File: config.mk
export PLATFORM = sky130hd
export DESIGN_NAME = sqrt_dpcm_audio_encoder_top
export DESIGN_NICKNAME = d
export VERILOG_FILES = /design/src/sde_pkg.sv /design/src/sde_lane.sv /design/src/sde_merge.sv /design/src/sqrt_dpcm_audio_encoder_top.sv
export SDC_FILE = /design/constraint.sdc
export NUM_CORES = 1
export LEC_CHECK = 0
export BUFFER_PORTS_ARGS = -buffer_cell sky130_fd_sc_hd__buf_2
export CAP_MARGIN = 20
export CELL_PAD_IN_SITES_DETAIL_PLACEMENT = 1
export CELL_PAD_IN_SITES_GLOBAL_PLACEMENT = 2
export CORE_MARGIN = 4
export CORE_UTILIZATION = 40
export CTS_CLUSTER_SIZE = 30
export DETAILED_ROUTE_END_ITERATION = 10
export PLACE_DENSITY = 0.93
export SYNTH_ARGS = -nofsm -noshare
export SYNTH_HDL_FRONTEND = slang
export SYNTH_SLANG_ARGS = --single-unit
File: constraint.sdc
create_clock -name clk -period 19.23 [get_ports clk]
set_input_delay 0.9615 -clock clk [delete_from_list [all_inputs] [get_ports clk]]
set_output_delay 0.9615 -clock clk [all_outputs]
set_load 0.05 [all_outputs]
File: src/sde_pkg.sv
// ----------------------------------------------------------------------------
// sde_pkg: shared types and constants
// Lane handshake structs, state enums and field widths for the square-root
// DPCM audio encoder.
// ----------------------------------------------------------------------------
package sde_pkg;

  localparam int SMP_W  = 16;           // PCM sample / predictor width
  localparam int ROOT_W = SMP_W + 1;    // |difference| needs one more bit
  localparam int MAG_W  = 7;            // root magnitude bits of a code
  localparam int CODE_W = MAG_W + 1;    // sign + magnitude
  localparam int SQ_W   = 2 * MAG_W;    // square of a magnitude

  localparam logic [MAG_W-1:0]  MAG_MAX  = 7'd127;
  localparam logic [ROOT_W-1:0] ROOT_TOP = 17'h10000;  // first trial bit

  typedef enum logic [1:0] {
    LN_IDLE,
    LN_ROOT,
    LN_FIN
  } lane_state_t;

  typedef enum logic [1:0] {
    ST_IDLE,
    ST_RUN,
    ST_SEND
  } top_state_t;

  typedef struct packed {
    logic                    start;    // begin encoding sample
    logic                    clr_low;  // chunk boundary: clear predictor low byte
    logic signed [SMP_W-1:0] sample;
  } lane_ctrl_t;

  typedef struct packed {
    logic              busy;
    logic              done;   // one-cycle pulse, code and pred valid
    logic [CODE_W-1:0] code;
    logic [SMP_W-1:0]  pred;
  } lane_stat_t;

  typedef struct packed {
    logic load;
    logic is_header;
    logic stereo;
  } merge_req_t;

endpackage

File: src/sde_lane.sv
// ----------------------------------------------------------------------------
// sde_lane: one channel of the encoder
// Holds the channel predictor, runs a bit-pair floor square root of
// |sample - predictor| (nine steps), then clamps, squares and updates.
// ----------------------------------------------------------------------------
module sde_lane
  import sde_pkg::*;
(
  input  logic       clk,
  input  logic       rst_n,
  input  lane_ctrl_t ctrl,
  output lane_stat_t stat
);

  lane_state_t       state_r, state_nxt;
  logic [SMP_W-1:0]  pred_r;
  logic [ROOT_W-1:0] v_r, res_r, bit_r;
  logic              neg_r;
  logic [CODE_W-1:0] code_r;
  logic              done_r;

  logic              root_en, fin_en;
  logic [ROOT_W-1:0] s_ext, p_ext, d_fwd, d_rev, mag;
  logic [ROOT_W:0]   trial;
  logic              take;
  logic [ROOT_W-1:0] v_nxt, res_nxt;
  logic [MAG_W-1:0]  mag_q;
  logic [SQ_W-1:0]   sq;
  logic [SMP_W-1:0]  pred_fin;

  // difference magnitude from two subtractors in parallel
  always_comb begin
    s_ext = {ctrl.sample[SMP_W-1], ctrl.sample};
    p_ext = {pred_r[SMP_W-1], pred_r};
    d_fwd = s_ext - p_ext;
    d_rev = p_ext - s_ext;
    mag   = d_fwd[ROOT_W-1] ? d_rev : d_fwd;
  end

  // one root step per cycle
  always_comb begin
    trial   = {1'b0, res_r} + {1'b0, bit_r};
    take    = ({1'b0, v_r} >= trial);
    v_nxt   = take ? (v_r - trial[ROOT_W-1:0]) : v_r;
    res_nxt = take ? ((res_r >> 1) + bit_r) : (res_r >> 1);
  end

  // clamp, square, predictor update
  always_comb begin
    mag_q    = (|res_r[ROOT_W-1:MAG_W]) ? MAG_MAX : res_r[MAG_W-1:0];
    sq       = mag_q * mag_q;
    pred_fin = neg_r ? (pred_r - {{(SMP_W-SQ_W){1'b0}}, sq})
                     : (pred_r + {{(SMP_W-SQ_W){1'b0}}, sq});
  end

  always_comb begin
    state_nxt = state_r;
    case (state_r)
      LN_IDLE: if (ctrl.start) state_nxt = LN_ROOT;
      LN_ROOT: if (bit_r[0]) state_nxt = LN_FIN;   // last trial bit
      LN_FIN:  state_nxt = LN_IDLE;
      default: state_nxt = LN_IDLE;
    endcase
  end

  always_comb begin
    root_en = 1'b0;
    fin_en  = 1'b0;
    case (state_r)
      LN_ROOT: root_en = 1'b1;
      LN_FIN:  fin_en  = 1'b1;
      default: ;
    endcase
  end

  always_ff @(posedge clk) begin
    if (!rst_n) begin
      state_r <= LN_IDLE;
      done_r  <= 1'b0;
      pred_r  <= '0;
    end else begin
      state_r <= state_nxt;
      done_r  <= fin_en;
      if (fin_en) begin
        pred_r <= pred_fin;
      end else if (ctrl.clr_low) begin
        pred_r <= {pred_r[SMP_W-1:8], 8'h00};
      end
    end
  end

  always_ff @(posedge clk) begin
    if (state_r == LN_IDLE && ctrl.start) begin
      v_r   <= mag;
      res_r <= '0;
      bit_r <= ROOT_TOP;
      neg_r <= d_fwd[ROOT_W-1];
    end else if (root_en) begin
      v_r   <= v_nxt;
      res_r <= res_nxt;
      bit_r <= bit_r >> 2;
    end
    if (fin_en) begin
      code_r <= {neg_r, mag_q};
    end
  end

  assign stat.busy = (state_r != LN_IDLE);
  assign stat.done = done_r;
  assign stat.code = code_r;
  assign stat.pred = pred_r;

endmodule

File: src/sde_merge.sv
// ----------------------------------------------------------------------------
// sde_merge: result merge and output register
// Combines the two lane results (or the chunk flags word) into one result
// transfer and holds it until the sink takes it.
// ----------------------------------------------------------------------------
module sde_merge
  import sde_pkg::*;
(
  input  logic        clk,
  input  logic        rst_n,
  input  merge_req_t  req,
  input  lane_stat_t  lstat,
  input  lane_stat_t  rstat,
  output logic        can_load,
  output logic        out_tvalid,
  input  logic        out_tready,
  output logic [31:0] out_tdata,   // [7:0] left_code, [15:8] right_code, [31:16] flags_word
  output logic        out_tuser    // is_header
);

  logic              valid_r;
  logic              hdr_r;
  logic [CODE_W-1:0] lcode_r, rcode_r;
  logic [SMP_W-1:0]  flags_r;
  logic [SMP_W-1:0]  flags_w;

  assign can_load = !valid_r || out_tready;

  // stereo: both predictor high bytes; mono: whole left predictor
  assign flags_w = req.stereo ? {lstat.pred[SMP_W-1:8], rstat.pred[SMP_W-1:8]}
                              : lstat.pred;

  always_ff @(posedge clk) begin
    if (!rst_n) begin
      valid_r <= 1'b0;
    end else if (req.load) begin
      valid_r <= 1'b1;
    end else if (out_tready) begin
      valid_r <= 1'b0;
    end
  end

  always_ff @(posedge clk) begin
    if (req.load) begin
      hdr_r   <= req.is_header;
      lcode_r <= req.is_header ? '0 : lstat.code;
      rcode_r <= (req.is_header || !req.stereo) ? '0 : rstat.code;
      flags_r <= req.is_header ? flags_w : '0;
    end
  end

  assign out_tvalid = valid_r;
  assign out_tuser  = hdr_r;
  assign out_tdata  = {flags_r, rcode_r, lcode_r};

endmodule

File: src/sqrt_dpcm_audio_encoder_top.sv
// ----------------------------------------------------------------------------
// sqrt_dpcm_audio_encoder_top: square-root DPCM audio encoder
// Encodes 16-bit PCM frames (mono or stereo) into one 8-bit code per channel,
// and returns the chunk flags word on chunk-boundary items.
// ----------------------------------------------------------------------------
// One item in, one result out. For an encode item (in_tuser = 0) the
// difference is loaded at accept, the bit-pair root iteration runs in each
// channel lane (the lanes run side by side, so stereo costs no more than
// mono), then each lane clamps, squares and updates its predictor, and the
// result is loaded into the output register. A chunk-boundary item
// (in_tuser = 1) goes straight to the output register. A finished result sits
// in the output register, so the next item is accepted while it waits; the
// block stalls only when a new result is ready and the old one is still
// untaken. Code byte: bit 7 = difference negative, bits 6..0 = floor root of
// |sample - predictor| clamped to 127. Predictors reset to zero and wrap at
// 16 bits. cfg_wr_data selects stereo (1) or mono (0); write it only while
// no item is in flight. Changing mode keeps the predictor values.
// ----------------------------------------------------------------------------
module sqrt_dpcm_audio_encoder_top
  import sde_pkg::*;
(
  input  logic        clk,
  input  logic        rst_n,
  // configuration
  input  logic        cfg_wr_en,
  input  logic        cfg_wr_data,   // stereo_mode
  // input stream
  input  logic        in_tvalid,
  output logic        in_tready,
  input  logic [31:0] in_tdata,      // [15:0] left_sample, [31:16] right_sample
  input  logic        in_tuser,      // kind: 0 encode, 1 chunk boundary
  // result stream
  output logic        out_tvalid,
  input  logic        out_tready,
  output logic [31:0] out_tdata,     // [7:0] left_code, [15:8] right_code, [31:16] flags_word
  output logic        out_tuser      // is_header
);

  top_state_t state_r, state_nxt;
  logic       stereo_r;
  logic       kind_r;
  logic       accept;
  logic       can_load;
  logic       load;

  lane_ctrl_t lctrl, rctrl;
  lane_stat_t lstat, rstat;
  merge_req_t mreq;

  // mode register: written any cycle the enable is high
  always_ff @(posedge clk) begin
    if (!rst_n) begin
      stereo_r <= 1'b0;
    end else if (cfg_wr_en) begin
      stereo_r <= cfg_wr_data;
    end
  end

  assign accept = in_tvalid && in_tready;

  // --- sequencer ---
  always_comb begin
    state_nxt = state_r;
    case (state_r)
      ST_IDLE: begin
        if (accept) state_nxt = in_tuser ? ST_SEND : ST_RUN;
      end
      ST_RUN: begin
        // both lanes start together, left done stands for both
        if (lstat.done) state_nxt = can_load ? ST_IDLE : ST_SEND;
      end
      ST_SEND: begin
        if (can_load) state_nxt = ST_IDLE;
      end
      default: state_nxt = ST_IDLE;
    endcase
  end

  always_comb begin
    in_tready = 1'b0;
    load      = 1'b0;
    case (state_r)
      ST_IDLE: in_tready = 1'b1;
      ST_RUN:  load      = lstat.done && can_load;
      ST_SEND: load      = can_load;
      default: ;
    endcase
  end

  always_ff @(posedge clk) begin
    if (!rst_n) begin
      state_r <= ST_IDLE;
      kind_r  <= 1'b0;
    end else begin
      state_r <= state_nxt;
      if (accept) kind_r <= in_tuser;
    end
  end

  // --- lanes ---
  // stereo boundary clears both predictors' low bytes at accept
  always_comb begin
    lctrl.start   = accept && !in_tuser;
    lctrl.clr_low = accept && in_tuser && stereo_r;
    lctrl.sample  = in_tdata[15:0];
    rctrl.start   = accept && !in_tuser && stereo_r;
    rctrl.clr_low = accept && in_tuser && stereo_r;
    rctrl.sample  = in_tdata[31:16];
  end

  sde_lane u_lane_l (
    .clk  (clk),
    .rst_n(rst_n),
    .ctrl (lctrl),
    .stat (lstat)
  );

  sde_lane u_lane_r (
    .clk  (clk),
    .rst_n(rst_n),
    .ctrl (rctrl),
    .stat (rstat)
  );

  // --- merge / output register ---
  always_comb begin
    mreq.load      = load;
    mreq.is_header = kind_r;
    mreq.stereo    = stereo_r;
  end

  sde_merge u_merge (
    .clk       (clk),
    .rst_n     (rst_n),
    .req       (mreq),
    .lstat     (lstat),
    .rstat     (rstat),
    .can_load  (can_load),
    .out_tvalid(out_tvalid),
    .out_tready(out_tready),
    .out_tdata (out_tdata),
    .out_tuser (out_tuser)
  );

  // --- checks ---
  // lanes never run while the sequencer is idle
  a_idle_lanes: assert property (@(posedge clk) disable iff (!rst_n)
    (state_r == ST_IDLE) |-> (!lstat.busy && !rstat.busy))
    else $error("lane busy while sequencer idle");

  // in stereo the right lane finishes with the left one
  a_lanes_lockstep: assert property (@(posedge clk) disable iff (!rst_n)
    (state_r == ST_RUN && stereo_r && lstat.done) |-> rstat.done)
    else $error("right lane out of step with left lane");

  // a finished encode is either in the output register or held for it
  a_done_lands: assert property (@(posedge clk) disable iff (!rst_n)
    (state_r == ST_RUN && lstat.done) |=> (out_tvalid || state_r == ST_SEND))
    else $error("lane result dropped");

  // a boundary transfer goes straight to sending
  a_hdr_send: assert property (@(posedge clk) disable iff (!rst_n)
    (accept && in_tuser) |=> (state_r == ST_SEND && kind_r))
    else $error("chunk boundary not routed to output");

endmodule

==> flow_metrics.env, run 1 <==
export IMPL_path_common_cell="inv_1"
export IMPL_rr_startpoint="u_lane_r.res_r[12]"
export IMPL_synthCells=2065
export IMPL_antenna_left=0
export IMPL_critPathArrivalTime_ns=8.45
export IMPL_die_h_um=216.9
export IMPL_port_buffers=73
export IMPL_core_area_um2=43080
export IMPL_min_from="u_lane_r.bit_r[16]"
export IMPL_drc=0
export IMPL_antenna_found_initial=1
export IMPL_vias_per_cell=5.585
export IMPL_cts_hold_buffers=0
export IMPL_rsz0062_at_grt="false"
export IMPL_critical_path_class="reg -> reg"
export IMPL_die_w_um=216.9
export IMPL_ff2ff_path_depth=31
export IMPL_synth_edff_count=85
export IMPL_insertion_delay_ns=0.48
export IMPL_cpMaxStageDelayCell="fa_1"
export IMPL_holdPathEnd="u_lane_r.bit_r[16]"
export IMPL_worst_slew_pin_slew_ns=0.9247
export IMPL_tns_ns=0
export IMPL_die_area_um2=47050
export IMPL_post_route_period_util_pct=41.81
export IMPL_drv_cap=0
export IMPL_cp_max_fo=9
export IMPL_cts_setup_buffers=0
export IMPL_finClkSkew_ns=0.01514
export IMPL_critPathMaxStageDelay_ns=0.54
export IMPL_crit_path_start="u_lane_r.res_r[12]"
export IMPL_ys_seq_area_share_pct=25.40
export IMPL_grt_overflow=0
export IMPL_holdPathStages=2
export IMPL_synthTopCellsByCount="217 x ha_1, 174 x nor2_1, 170 x nand2_1"
export IMPL_layout_nets=2395
export IMPL_cp_start_kind="flop"
export IMPL_cp_required_ns=19.64
export IMPL_nFillCells=5197
export IMPL_cts_tree="built"
export IMPL_antenna_cells=0
export IMPL_max_slew_margin_pct=38.27
export IMPL_drv_slew=0
export IMPL_hold_path_class="reg -> reg"
export IMPL_io_pins=74
export IMPL_cts_resized=0
export IMPL_dominantRegCellSynth="dfxtp_1"
export IMPL_synth_warning_count=0
export IMPL_async_flop_share_pct=0
export IMPL_fmax_ghz=0.1244
export IMPL_syn_nets=2354
export IMPL_grtUsageTotal_pct=21.73
export IMPL_grt_pass1_vias=15700
export IMPL_r2r_slack_ns=11.19
export IMPL_firstDrtPassIters=5
export IMPL_numCtsBuffers=17
export IMPL_cts_buffer_depth=2
export IMPL_synth_most_common_cell="ha_1"
export IMPL_yosysUniqueCellTypes=100
export IMPL_drive_gt1_share_pct=8.872
export IMPL_end_kind="flop"
export IMPL_hpwlAfterDp_mm=40.20
export IMPL_h_tree_depth=4
export IMPL_gp_congestion=0.8553
export IMPL_area_growth_pct=8.802
export IMPL_status="finished clean"
export IMPL_wl_per_cell_um=18.94
export IMPL_ys_ff_latch=179
export IMPL_drt_iter0_drc=952
export IMPL_cts_sinks=179
export IMPL_rows=76
export IMPL_synth_top_area_share_pct=15.55
export IMPL_grt_max_degree=35
export IMPL_setup_viol=0
export IMPL_synth_area_per_cell_um2=8.453
export IMPL_grt_pass1_wl_mm=83.18
export IMPL_vias=15100
export IMPL_drt_total_wl_mm=51.21
export IMPL_final_hold_viol_count=0
export IMPL_r2r_end="u_lane_r.pred_r[15]"
export IMPL_start_util_pct=40.52
export IMPL_ys_top_cells_by_area="ha_1 16%, edfxtp_1 15%, dfxtp_1 11%"
export IMPL_min_period_ns=8.040
export IMPL_root_buffer="clkbuf_16"
export IMPL_yosysTopAreaCell="ha_1"
export IMPL_cts_reportedPaths_clkPinSlew_ns=0.08
export IMPL_synth_area_um2=17460
[kinds of logic after synthesis]
logic type	synth area share, %
xor gates and xnor gates	8.480
AOI/OAI and AO/OA	20.42
buffers and inverters	5.469
muxes	2.430
DFF	25.40
adders and majority gates	19.34
and+or+nand+nor	18.46
[flip-flops by register name, indices dropped and copies added, names as in the netlist, 8 cells and up]
name             cells
u_lane_r.bit_r       9
u_lane_l.code_r      8
u_merge.rcode_r      8
u_lane_r.res_r      17
u_merge.flags_r     16
u_lane_l.v_r        17
u_lane_r.code_r      8
u_lane_r.pred_r     16
u_lane_l.bit_r       9
u_merge.lcode_r      8
u_lane_l.pred_r     16
u_lane_l.res_r      17
u_lane_r.v_r        17
[worst max-delay path, delay by kind of cell (launching register included)]
family                   cells  cell delay, ns
adder cells (fa/ha/maj)      6            2.58
AND/OR/NAND/NOR              9            2.22
AO/OA/AOI/OAI                7            1.76
XOR/XNOR                     3            0.45
buffers and inverters        5            0.44
flip-flops                   1            0.39
multiplexers                 1            0.12
[worst max-delay path by stage]
stage                     slack [ns]                  end
after floorplan                12.16  u_lane_r.pred_r[15]
after global placement         11.58  u_lane_r.pred_r[15]
after detailed placement       11.27  u_lane_r.pred_r[15]
after CTS                      11.22  u_lane_r.pred_r[15]
after global routing           10.70  u_lane_r.pred_r[15]
final                          11.19  u_lane_r.pred_r[15]
[per-layer routing]
| metal | GRT usage [%] | share of wire (%) |
|---|---|---|
| met1 | 30.25 | 49 |
| met2 | 36.41 | 47 |
| met3 | 3.058 | 3.2 |
| met4 | 4.155 | 1.2 |
| met5 | 0 | 0 |
[layout by cell type, fill, tap and decap left out, drive strengths merged, types with 32 or more instances in the layout]
master	n
nor2	176
nand2	170
ha	217
xor2	77
xnor2	92
nand3	42
a21oi	155
a21o	43
dfxtp	94
buf	90
edfxtp	85
fa	33
nor2b	74
a31oi	32
o21ai	111
nor3	66
inv	170
[through the flow]
step / instances / utilization [%] / hold WS [ns] / worst slack [ns] / area, um2
final: 2704 / 44.09 / 0.5097 / 11.19 / 18990
after global routing: 2704 / 44.09 / 0.5455 / 10.70 / 18990
after CTS: 2703 / 44.04 / 0.5088 / 11.22 / 18970
after detailed placement: 2671 / 42.66 / 0.5023 / 11.27 / 18380
after global placement: 2670 / 42.62 / 0.4872 / 11.58 / 18360
after floorplan: 2065 / - / 0.4612 / 12.16 / 17460
[final cells by class]
cell class	count	area [um2]	share of cell area, %
sequential	179	4434	23.35
multi-input combinational	1649	12080	63.60
tap	585	732.0	3.854
clock inverter	9	63.81	0.3360
clock buffer	23	533.0	2.807
inverter	169	636.9	3.353
timing repair buffer	90	513.0	2.701
Power of run 1 is not shown: default switching activity piles up to over one toggle a cycle in this logic, so the estimate is an artifact.
==> run 2: changes to the inputs <==
- ABC_AREA: not set -> 1
- CORE_UTILIZATION: 40 -> 37
- PLACE_DENSITY: 0.93 -> 0.92
- clock period: 19.23 -> 8.1 ns (I/O delays scaled with it)
==> run 2 against run 1 <==
Against the previous run: hold slack worse by 0.40 ns; non-clock buffer count down 3; first-iteration DRC count down 24%; setup slack worse by 10 ns; synthesized cell count up 26%; maximum frequency up 11%; cell count up 23%; via count up 16%; design area up 5.5%; routed wire length up 16%; critical endpoint is now u_lane_l.pred_r[15]; largest cell class unchanged.
==> flow_metrics.env, run 2 <==
export IMPL_yosysUniqueCellTypes=66
export IMPL_final_hold_viol_count=0
export IMPL_drv_slew=0
export IMPL_synth_top_area_share_pct=14.78
export IMPL_drt_iter0_drc=723
export IMPL_syn_nets=2893
export IMPL_synthCells=2604
export IMPL_start_util_pct=37.45
export IMPL_status="finished clean"
export IMPL_gp_congestion=0.9212
export IMPL_core_area_um2=49050
export IMPL_die_area_um2=53270
export IMPL_nFillCells=6390
export IMPL_r2r_slack_ns=0.86
export IMPL_synth_most_common_cell="nand2_1"
export IMPL_insertion_delay_ns=0.50
export IMPL_port_buffers=73
export IMPL_drv_cap=0
export IMPL_worst_slew_pin_slew_ns=0.8925
export IMPL_grtUsageTotal_pct=22.29
export IMPL_finClkSkew_ns=0.01434
export IMPL_synth_area_um2=18370
export IMPL_synth_warning_count=0
export IMPL_die_w_um=230.8
export IMPL_cpMaxStageDelayCell="fa_1"
export IMPL_post_route_period_util_pct=89.36
export IMPL_vias_per_cell=5.248
export IMPL_grt_overflow=0
export IMPL_cts_hold_buffers=0
export IMPL_grt_pass1_wl_mm=96.19
export IMPL_numCtsBuffers=17
export IMPL_synthTopCellsByCount="566 x nand2_1, 414 x inv_1, 274 x a21oi_1"
export IMPL_layout_common_cells="566 x nand2_1, 414 x inv_1, 274 x a21oi_1, 217 x ha_1, 175 x nor2_1"
export IMPL_die_h_um=230.8
export IMPL_ys_ff_latch=179
export IMPL_setup_viol=0
export IMPL_cts_setup_buffers=0
export IMPL_cts_sinks=179
export IMPL_h_tree_depth=4
export IMPL_max_slew_margin_pct=40.13
export IMPL_synth_compound_area_share_pct=18.20
export IMPL_antenna_left=0
export IMPL_drc=0
export IMPL_rows=81
export IMPL_drive_gt1_share_pct=7.710
export IMPL_vias=17510
export IMPL_drt_total_wl_mm=59.36
export IMPL_rsz0062_at_grt="false"
export IMPL_cts_buffer_depth=2
export IMPL_cts_reportedPaths_clkPinSlew_ns=0.08
export IMPL_synth_edff_count=85
export IMPL_cp_required_ns=8.50
export IMPL_area_growth_pct=9.039
export IMPL_final_common_cell="nand2_1"
export IMPL_synthAdderAreaFrac_pct=18.38
export IMPL_hold_path_class="in -> reg"
export IMPL_synth_area_per_cell_um2=7.054
export IMPL_yosysTopAreaCell="ha_1"
export IMPL_cts_resized=0
export IMPL_grt_max_degree=36
export IMPL_firstDrtPassIters=5
export IMPL_fmax_ghz=0.1382
export IMPL_ys_seq_area_share_pct=24.14
export IMPL_dominantRegCellSynth="dfxtp_1"
export IMPL_root_buffer="clkbuf_16"
export IMPL_tns_ns=0
export IMPL_antenna_found_initial=0
export IMPL_muxShareOfSynthArea_pct=0.2316
export IMPL_synthSimpleGateAreaFrac_pct=23.08
export IMPL_wl_per_cell_um=17.79
export IMPL_synth_xor_xnor_area_share_pct=5.763
export IMPL_path_common_cell="inv_1"
export IMPL_critical_path_class="reg -> reg"
export IMPL_grt_pass1_vias=18600
export IMPL_cp_start_kind="flop"
export IMPL_io_pins=74
export IMPL_cp_max_fo=6
export IMPL_min_period_ns=7.238
export IMPL_async_flop_share_pct=0
export IMPL_cts_tree="built"
export IMPL_ys_top_cells_by_area="ha_1 15%, edfxtp_1 14%, nand2_1 12%"
export IMPL_layout_nets=2948
export IMPL_critPathMaxStageDelay_ns=0.53
export IMPL_critPathArrivalTime_ns=7.64
export IMPL_hpwlAfterDp_mm=48.11
export IMPL_end_kind="flop"
export IMPL_holdWs_ns=0.1075
export IMPL_synth_top_family_by_area="simple AND/OR/NAND/NOR gates"
[run 2: changes by cell type after synthesis, sizes merged, moves of 28 or more]
| cell | before | now |
|---|---|---|
| nor3 | 66 | 30 |
| nand2 | 170 | 586 |
| nand3 | 42 | 112 |
| xnor2 | 92 | 42 |
| nor2b | 74 | 0 |
| mux2i | 30 | 2 |
| o21ai | 111 | 200 |
| inv | 167 | 427 |
| a21oi | 155 | 279 |
[run 2: worst paths after layout]
check                         start             endpoint  depth (start not counted)
hold / removal            cfg_wr_en             stereo_r                          2
setup reg to reg  u_lane_l.res_r[9]  u_lane_l.pred_r[15]                         36
hold reg to reg          state_r[0]           state_r[0]                          2
setup / recovery  u_lane_l.res_r[9]  u_lane_l.pred_r[15]                         36
[run 2: per-layer routing]
metal / global-route usage, % / wire (um) / share of wire (%)
met2: 40.90 / 30570 / 51
met1: 26.51 / 25610 / 43
met4: 7.536 / 1620 / 2.7
met3: 3.282 / 1561 / 2.6
met5: 0 / 0 / 0
[run 2: kinds of logic after synthesis]
kind of cell / Yosys count
DFF: 179
adders and majority gates: 250
xor gates and xnor gates: 120
buffers and inverters: 482
AOI/OAI and AO/OA: 596
muxes: 4
and+or+nand+nor: 973
[run 2: metrics by stage]
step / worst slack (ns) / area, um2 / cells / util, %
6_report: 0.8621 / 20030 / 3337 / 40.83
5_1_grt: 0.1898 / 20030 / 3336 / 40.83
4_1_cts: 0.8525 / 19980 / 3334 / 40.74
3_5_place_dp: 0.8982 / 19420 / 3302 / 39.59
3_3_place_gp: 1.121 / 19420 / 3302 / 39.59
2_1_floorplan: 1.750 / 18370 / 2604 / -
[run 2: cell type report]
type / instances / area, um2 / area share, %
multi-input cells: 1943 / 12070 / 60.27
flip-flops and latches: 179 / 4434 / 22.14
inverters: 431 / 1625 / 8.115
well taps: 664 / 830.8 / 4.148
repair buffers: 87 / 498.0 / 2.486
clock buffers: 19 / 442.9 / 2.211
clock inverters: 13 / 123.9 / 0.6184
diodes: 1 / 2.502 / 0.01249
[run 2: worst max-delay path: cells and delay by family (launching register included)]
family	cells	cell delay [ns]
adders and majority gates	6	2.55
and+or+nand+nor	15	2.13
buffers and inverters	9	0.88
AOI/OAI and AO/OA	4	0.87
DFF	1	0.35
xor gates and xnor gates	2	0.34
Power of run 2 is left out for the same reason.
==> run 3: changes to the inputs <==
- BUFFER_PORTS_ARGS: -buffer_cell sky130_fd_sc_hd__buf_2 -> not set
- CORE_UTILIZATION: 37 -> 38
- CTS_CLUSTER_SIZE: 30 -> not set
- DONT_BUFFER_PORTS: not set -> 1
- PLACE_DENSITY: 0.92 -> 0.84
==> run 3 against run 2 <==
Against the previous run: cell count fell by 3.7%; clock-buffer cell count fell by 2; critical endpoint unchanged; sequential share of layout area rose by 0.43 points; critical path depth fell by 1; register-to-register slack got worse by 0.14 ns; non-clock buffer count fell by 72; routed wire length rose by 0.28%; first-iteration DRC count fell by 4.0%.
==> flow_metrics.env, run 3 (synthesis results as in run 2) <==
export IMPL_hold_path_class="in -> reg"
export IMPL_cts_tree="built"
export IMPL_antenna_left=0
export IMPL_layout_common_cells="566 x nand2_1, 414 x inv_1, 274 x a21oi_1, 217 x ha_1, 175 x nor2_1"
export IMPL_area_growth_pct=6.948
export IMPL_end_kind="flop"
export IMPL_port_buffers=0
export IMPL_grt_overflow=0
export IMPL_status="finished clean"
export IMPL_nFillCells=6066
export IMPL_finalNonFillerCells=3215
export IMPL_cts_sinks=179
export IMPL_crit_family="adder cells"
export IMPL_rows=80
export IMPL_max_slew_margin_pct=40.28
export IMPL_numCtsBuffers=17
export IMPL_root_buffer="clkbuf_16"
export IMPL_drt_total_wl_mm=59.53
export IMPL_hpwlAfterDp_mm=48.46
export IMPL_firstDrtPassIters=5
export IMPL_die_area_um2=51920
export IMPL_final_common_cell="nand2_1"
export IMPL_cp_required_ns=8.50
export IMPL_cp_start_kind="flop"
export IMPL_die_h_um=227.9
export IMPL_core_area_um2=47750
export IMPL_grt_pass1_vias=18050
export IMPL_tns_ns=0
export IMPL_insertion_delay_ns=0.50
export IMPL_regArea_um2=4434
export IMPL_gp_congestion=0.8751
export IMPL_drc=0
export IMPL_drt_iter0_drc=694
export IMPL_start_util_pct=38.47
export IMPL_post_route_util_pct=41.15
export IMPL_cts_buffer_depth=2
export IMPL_cts_resized=0
export IMPL_layout_nets=2876
export IMPL_fmax_ghz=0.1356
export IMPL_path_common_cell="inv_1"
export IMPL_final_hold_viol_count=0
export IMPL_antenna_found_initial=0
export IMPL_vias_per_cell=5.316
export IMPL_vias=17090
export IMPL_cp_max_fo=6
export IMPL_drv_slew=0
export IMPL_critical_path_class="reg -> reg"
export IMPL_rsz0062_at_grt="false"
export IMPL_critPathBufInv=8
export IMPL_cts_setup_buffers=0
export IMPL_grtUsageTotal_pct=22.75
export IMPL_h_tree_depth=4
export IMPL_min_period_ns=7.376
export IMPL_wl_per_cell_um=18.52
export IMPL_cts_reportedPaths_clkPinSlew_ns=0.08
export IMPL_grt_pass1_wl_mm=95.69
export IMPL_die_w_um=227.9
export IMPL_grt_max_degree=36
export IMPL_drv_cap=0
export IMPL_post_route_period_util_pct=91.06
export IMPL_drive_gt1_share_pct=5.154
export IMPL_finClkSkew_ns=0.01316
export IMPL_io_pins=74
export IMPL_critPathArrivalTime_ns=7.77
export IMPL_critPathMaxStageDelay_ns=0.54
export IMPL_dpl_cell_count=3180
export IMPL_setup_viol=0
export IMPL_multi_input_area_um2=12070
export IMPL_antenna_cells=0
export IMPL_worst_slew_pin_slew_ns=0.8904
export IMPL_cpMaxStageDelayCell="fa_1"
-- run 3: worst paths after layout --
check | slack [ns] | cells past startpoint | end | start
min reg2reg | 0.50 | 2 | state_r[0] | state_r[0]
max | 0.72 | 35 | u_lane_l.pred_r[15] | u_lane_l.res_r[14]
min | 0.05 | 2 | u_lane_l.pred_r[8] | rst_n
max reg2reg | 0.72 | 35 | u_lane_l.pred_r[15] | u_lane_l.res_r[14]
-- run 3: repair_timing --
item | in CTS | in global routing
endpoints found under the hold margin | 2 | 0
hold buffers | 2 | 0
endpoints found under the setup margin | 0 | 0
-- run 3: metrics by stage --
| stage | cell area (um2) | setup WS (ns) | hold slack (ns) |
|---|---|---|---|
| final | 19650 | 0.7243 | 0.05117 |
| after detailed placement | 19010 | 0.8387 | 0.4850 |
| after global routing | 19650 | 0.09644 | 0.02123 |
| after floorplan | 18370 | 1.750 | 0.4564 |
| after global placement | 18980 | 1.100 | 0.4742 |
| after CTS | 19630 | 0.7306 | 0.0001739 |
-- run 3: area by class of cell --
type	count	share of cell area (%)
multi-input cells	1943	61.45
inverters	431	8.273
well taps	615	3.917
repair buffers	15	0.7388
clock inverters	15	0.8853
flip-flops and latches	179	22.57
clock buffers	17	2.165
-- run 3: per-layer routing --
metal | share of wire [%] | GRT usage (%) | up-vias
met5 | 0 | 0 | -
met4 | 3.3 | 8.630 | 0
met3 | 2.3 | 3.368 | 87
met2 | 52 | 42.59 | 177
met1 | 42 | 26.08 | 8262
li1 | - | - | 8566
Power of run 3 is left out for the same reason.
